File: config.mk
export PLATFORM = sky130hd
export DESIGN_NAME = gaas_sub_table
export DESIGN_NICKNAME = d
export VERILOG_FILES = /design/src/hdl/gaas_pkg.sv /design/src/hdl/gaas_sub_table.sv
export SDC_FILE = /design/constraint.sdc
export NUM_CORES = 2
export LEC_CHECK = 0
export BUFFER_PORTS_ARGS = -buffer_cell sky130_fd_sc_hd__clkbuf_2
export CORE_MARGIN = 1
export CORE_UTILIZATION = 45
export DETAILED_ROUTE_END_ITERATION = 10
export MAX_ROUTING_LAYER = met4
export PLACE_DENSITY = 0.65
export SLEW_MARGIN = 20
export SYNTH_ARGS = -nofsm -noshare
export SYNTH_HDL_FRONTEND = slang
export SYNTH_MEMORY_MAX_BITS = 65536
export SYNTH_SLANG_ARGS = --single-unit
File: constraint.sdc
create_clock -name clk -period 3.8 [get_ports clk]
set_clock_uncertainty 0.15 [all_clocks]
set_input_delay 0.19 -clock clk [delete_from_list [all_inputs] [get_ports clk]]
set_output_delay 0.19 -clock clk [all_outputs]
set_load 0.01 [all_outputs]
File: src/hdl/gaas_pkg.sv
// ----------------------------------------------------------------------------
// gaas_pkg
// Shared types, constants and helpers for the affine-gap global alignment
// score engine.
// ----------------------------------------------------------------------------
package gaas_pkg;

  // Score width on the stored column and the width used inside a cell.
  localparam int SCORE_W = 32;
  localparam int CALC_W  = 34;
  localparam int CODE_W  = 5;
  localparam int SUB_W   = 8;
  localparam int PEN_W   = 8;

  // Negative-infinity sentinel and the upper cap.
  localparam logic signed [CALC_W-1:0] NEG_INF = -(CALC_W'(64'sd1073741824));
  localparam logic signed [CALC_W-1:0] POS_MAX = CALC_W'(64'sd2147483647);

  // Input commands, carried in tuser.
  typedef enum logic [1:0] {
    CMD_LOAD_SUB   = 2'd0,
    CMD_LOAD_QUERY = 2'd1,
    CMD_DB_RESIDUE = 2'd2,
    CMD_NONE       = 2'd3
  } cmd_t;

  // Configuration register indexes.
  typedef enum logic {
    REG_OPEN   = 1'b0,
    REG_EXTEND = 1'b1
  } reg_idx_t;

  // Control sequencer states.
  typedef enum logic [1:0] {
    ST_IDLE = 2'd0,
    ST_RUN  = 2'd1,
    ST_DONE = 2'd2
  } state_t;

  // Token handed from one cell to the next.
  typedef struct packed {
    logic                      valid;
    logic signed [SCORE_W-1:0] diag;
    logic signed [SCORE_W-1:0] up;
    logic signed [SCORE_W-1:0] vgap;
    logic signed [SCORE_W-1:0] bound;
  } wave_t;

  // Floor at negative infinity, cap at the largest 32-bit value.
  function automatic logic signed [SCORE_W-1:0] clampv(input logic signed [CALC_W-1:0] v);
    logic signed [CALC_W-1:0] t;
    t = v;
    if (v < NEG_INF) t = NEG_INF;
    if (v > POS_MAX) t = POS_MAX;
    return t[SCORE_W-1:0];
  endfunction

  function automatic logic signed [CALC_W-1:0] max2(input logic signed [CALC_W-1:0] a,
                                                     input logic signed [CALC_W-1:0] b);
    return (a > b) ? a : b;
  endfunction

endpackage

File: src/hdl/gaas_sub_table.sv
// ----------------------------------------------------------------------------
// gaas_sub_table
// Substitution score memory, one word per database code holding the whole
// column over all query codes, with a registered column read.
// ----------------------------------------------------------------------------
module gaas_sub_table #(
  parameter int ALPHABET_SIZE = 24
) (
  input  logic                                     clk,
  input  logic                                     wr_en,
  input  logic [$clog2(ALPHABET_SIZE)-1:0]         wr_row,
  input  logic [$clog2(ALPHABET_SIZE)-1:0]         wr_col,
  input  logic [gaas_pkg::SUB_W-1:0]               wr_data,
  input  logic                                     rd_en,
  input  logic                                     rd_zero,
  input  logic [$clog2(ALPHABET_SIZE)-1:0]         rd_col,
  output logic [ALPHABET_SIZE-1:0][gaas_pkg::SUB_W-1:0] rd_data
);

  logic [ALPHABET_SIZE-1:0][gaas_pkg::SUB_W-1:0] mem [ALPHABET_SIZE];
  logic [ALPHABET_SIZE-1:0][gaas_pkg::SUB_W-1:0] rd_data_r;

  // One byte lane is written per load.
  always_ff @(posedge clk) begin
    if (wr_en) begin
      mem[wr_col][wr_row] <= wr_data;
    end
  end

  // Column read; an out-of-range database code reads as all zero.
  always_ff @(posedge clk) begin
    if (rd_en) begin
      if (rd_zero) begin
        rd_data_r <= '0;
      end else begin
        rd_data_r <= mem[rd_col];
      end
    end
  end

  assign rd_data = rd_data_r;

endmodule

==> results.yml <==
critical_path:
  cp.required_ns: 4.25
  worstSetupPathType: "input port to flop"
  slowest_stage: "nor2_1"
  cp_data_arrival_time_ns: 3.49
  start_kind: "input port"
  crit_fanout: 19
  crit_chain: "dlygate4sd3_1 > clkbuf_2 > nor2b_1 > dlygate4sd3_1 > buf_4 > nand2_4 > buf_4 > nor2_1"
  cp-end-kind: "flop"
  crit_buf_inv: 5
  cpPeakStageDelay_ns: 0.59
  crit_family: "buffers and inverters"
final_layout:
  layout.cells.most_common: "edfxtp_1"
  nNetsFinal: 9913
  fillers: 31650
  fin_cells: 15710
  layout_common_cells: "4800 x edfxtp_1, 1344 x mux2i_1, 577 x nor2_1"
  fin_area_um2: 209700
  area_growth_pct: 13.79
  drive_gt1_frac: 0.1921
synthesis:
  ys_ff_latch: 4800
  synth-seq-area-share: 0.7823
  yosys.area.top_type: "edfxtp_1"
  netlist_instances: 9310
  synth.distinct_cells: 31
  synth_fp_nets: 9337
  synthesis.yosys.warnings: 0
  synth_top_area_frac: 0.7823
  syn_area_um2: 184300
  synth_area_per_cell_um2: 19.79
  yosys-top-cells-area: "edfxtp_1 78%, mux2i_1 7.3%, mux4_2 7.0%"
drt:
  drt_first_pass_iters: 6
  drt-total-wl_um: 480900
  drc: 0
  drt_iter0_markers: 11160
  wl_per_cell_um: 30.62
  ant_nets: 0
  viasPerCell: 5.936
  vias: 93220
grt:
  antenna_found_initial: 19
  grt_max_degree: 139
  grt-ovfl-total: 0
  use_met1: 0.3150
  grt_pass1_vias: 93120
  gr-max-usage-layer: "met2"
  use_met3: 0.03424
  grt_pass1_wl_um: 683800
  global_route.usage.met2: 0.3792
  grt_use_total: 0.2354
power:
  irDropWorstVdd_uv: 404.3
  p_leak_nw: 68.76
  powerDensity_nw_per_um2: 523.6
clock_tree:
  htree_levels: 5
  cts_resized: 0
  cts_setup_buffers: 0
  cts_buffers: 461
  hold_buffers: 19
  clkSinkCount: 4800
  tritoncts: "built"
  cts_buffer_depth: 4
  path_clk_slew_ns: 0.06
  cts-root-buf: "clkbuf_16"
  clkLatencyLatePin_ns: 1.00
run:
  maxCapViolCount: 0
floorplan:
  die-area_um2: 412000
  start_util: 0.4527
  fp-row-count: 234
  boundaryPins: 219
  die_y_um: 641.9
  core_area_um2: 407000
  die_x_um: 641.9
sta:
  worst_slew_pin_slew_ns: 1.127
  max_freq_ghz: 0.3295
  finalMaxSlewViolations: 0
  rsz0062_at_grt: "false"
  slew_headroom: 0.2490
  setup_viol: 0
  final-hold-violation-count: 0
  final.min_clock_period_ns: 3.035
  post-route-period-util: 0.7986
outcome:
  status: "finished clean"
placement:
  place_congestion: 0.8422
  port_buffers: 218
  place_area_um2: 194400
  dp.cells: 14830
  dp_hpwl_um: 283500
min_path:
  min_path_type: "input port to flop"
registers in the layout, indices dropped and copies added, names as in the netlist:
signal,flops
rd_data,192
mem,4608
synthesized netlist by cell type (all sizes together):
cell	number
a21oi	87
a221oi	192
a22oi	192
and2	3
and2b	1
and3	1
and3b	5
buf	297
clkbuf	292
edfxtp	4800
inv	1
mux2i	1344
mux4	576
nand2	347
nand2b	1
nand3	87
nand4	105
nor2	581
nor2b	4
nor3	2
nor3b	7
o211ai	192
o21ai	192
or3	1
logic make-up after synthesis:
logic type,count (synthesis),share of synthesized area
buffers and inverters,590,0.01614
AO/OA/AOI/OAI,855,0.03235
AND/OR/NAND/NOR,1145,0.02580
multiplexers,1920,0.1434
flip-flops,4800,0.7823
worst register-to-register path, delay by kind of cell (launching register included):
kind | cells | cell delay [ns]
muxes | 1 | 0.49
DFF | 1 | 0.41
AOI/OAI and AO/OA | 2 | 0.81
power by group:
| part | switching, mW | internal, mW | total [mW] | leakage (nW) |
|---|---|---|---|---|
| registers | 0.209 | 58.5 | 58.7 | 43.4 |
| logic | 3.40 | 1.68 | 5.08 | 18.0 |
| clock network | 19.6 | 26.4 | 46.0 | 7.40 |
layer usage:
layer / vias up / wire length, um
met5: - / 0
met4: 0 / 14240
met3: 695 / 38430
met2: 4355 / 236500
li1: 39060 / -
met1: 49110 / 191800
final cells by class:
type / instances / area (um2) / share of cell area
sequential: 4800 / 144100 / 0.6875
multi-input combinational: 3920 / 37410 / 0.1784
clock buffer: 556 / 12040 / 0.05743
tap: 5428 / 6792 / 0.03239
timing repair buffer: 702 / 6223 / 0.02968
clock inverter: 293 / 3044 / 0.01452
antenna: 5 / 12.51 / 0.00005968
inverter: 1 / 11.26 / 0.00005371
through the flow:
step                TNS, ns  utilization  hold slack (ns)  setup slack, ns  total power, mW
floorplan                 0            -           0.1389            1.820            62.19
global placement     -26.58       0.4776           0.4655          -0.2568            64.82
detailed placement        0       0.4776           0.4589           0.4417            64.91
CTS                       0       0.5152          0.03538           0.8826            110.3
global route              0       0.5152          0.08563           0.6941            112.3
finish                    0       0.5152          0.08296           0.7652            109.8
worst paths after layout:
| kind | end | depth (start not counted) | slack, ns | startpoint |
|---|---|---|---|---|
| worst min register to register | rd_data[152] | 4 | 0.54 | mem[6][152] |
| worst max register to register | rd_data[149] | 3 | 1.62 | mem[23][149] |
| worst max-delay path | mem[18][85] | 8 | 0.77 | wr_col[1] |
| worst min-delay path | mem[14][95] | 2 | 0.08 | wr_data[7] |
(Power assumes the default switching activity.)
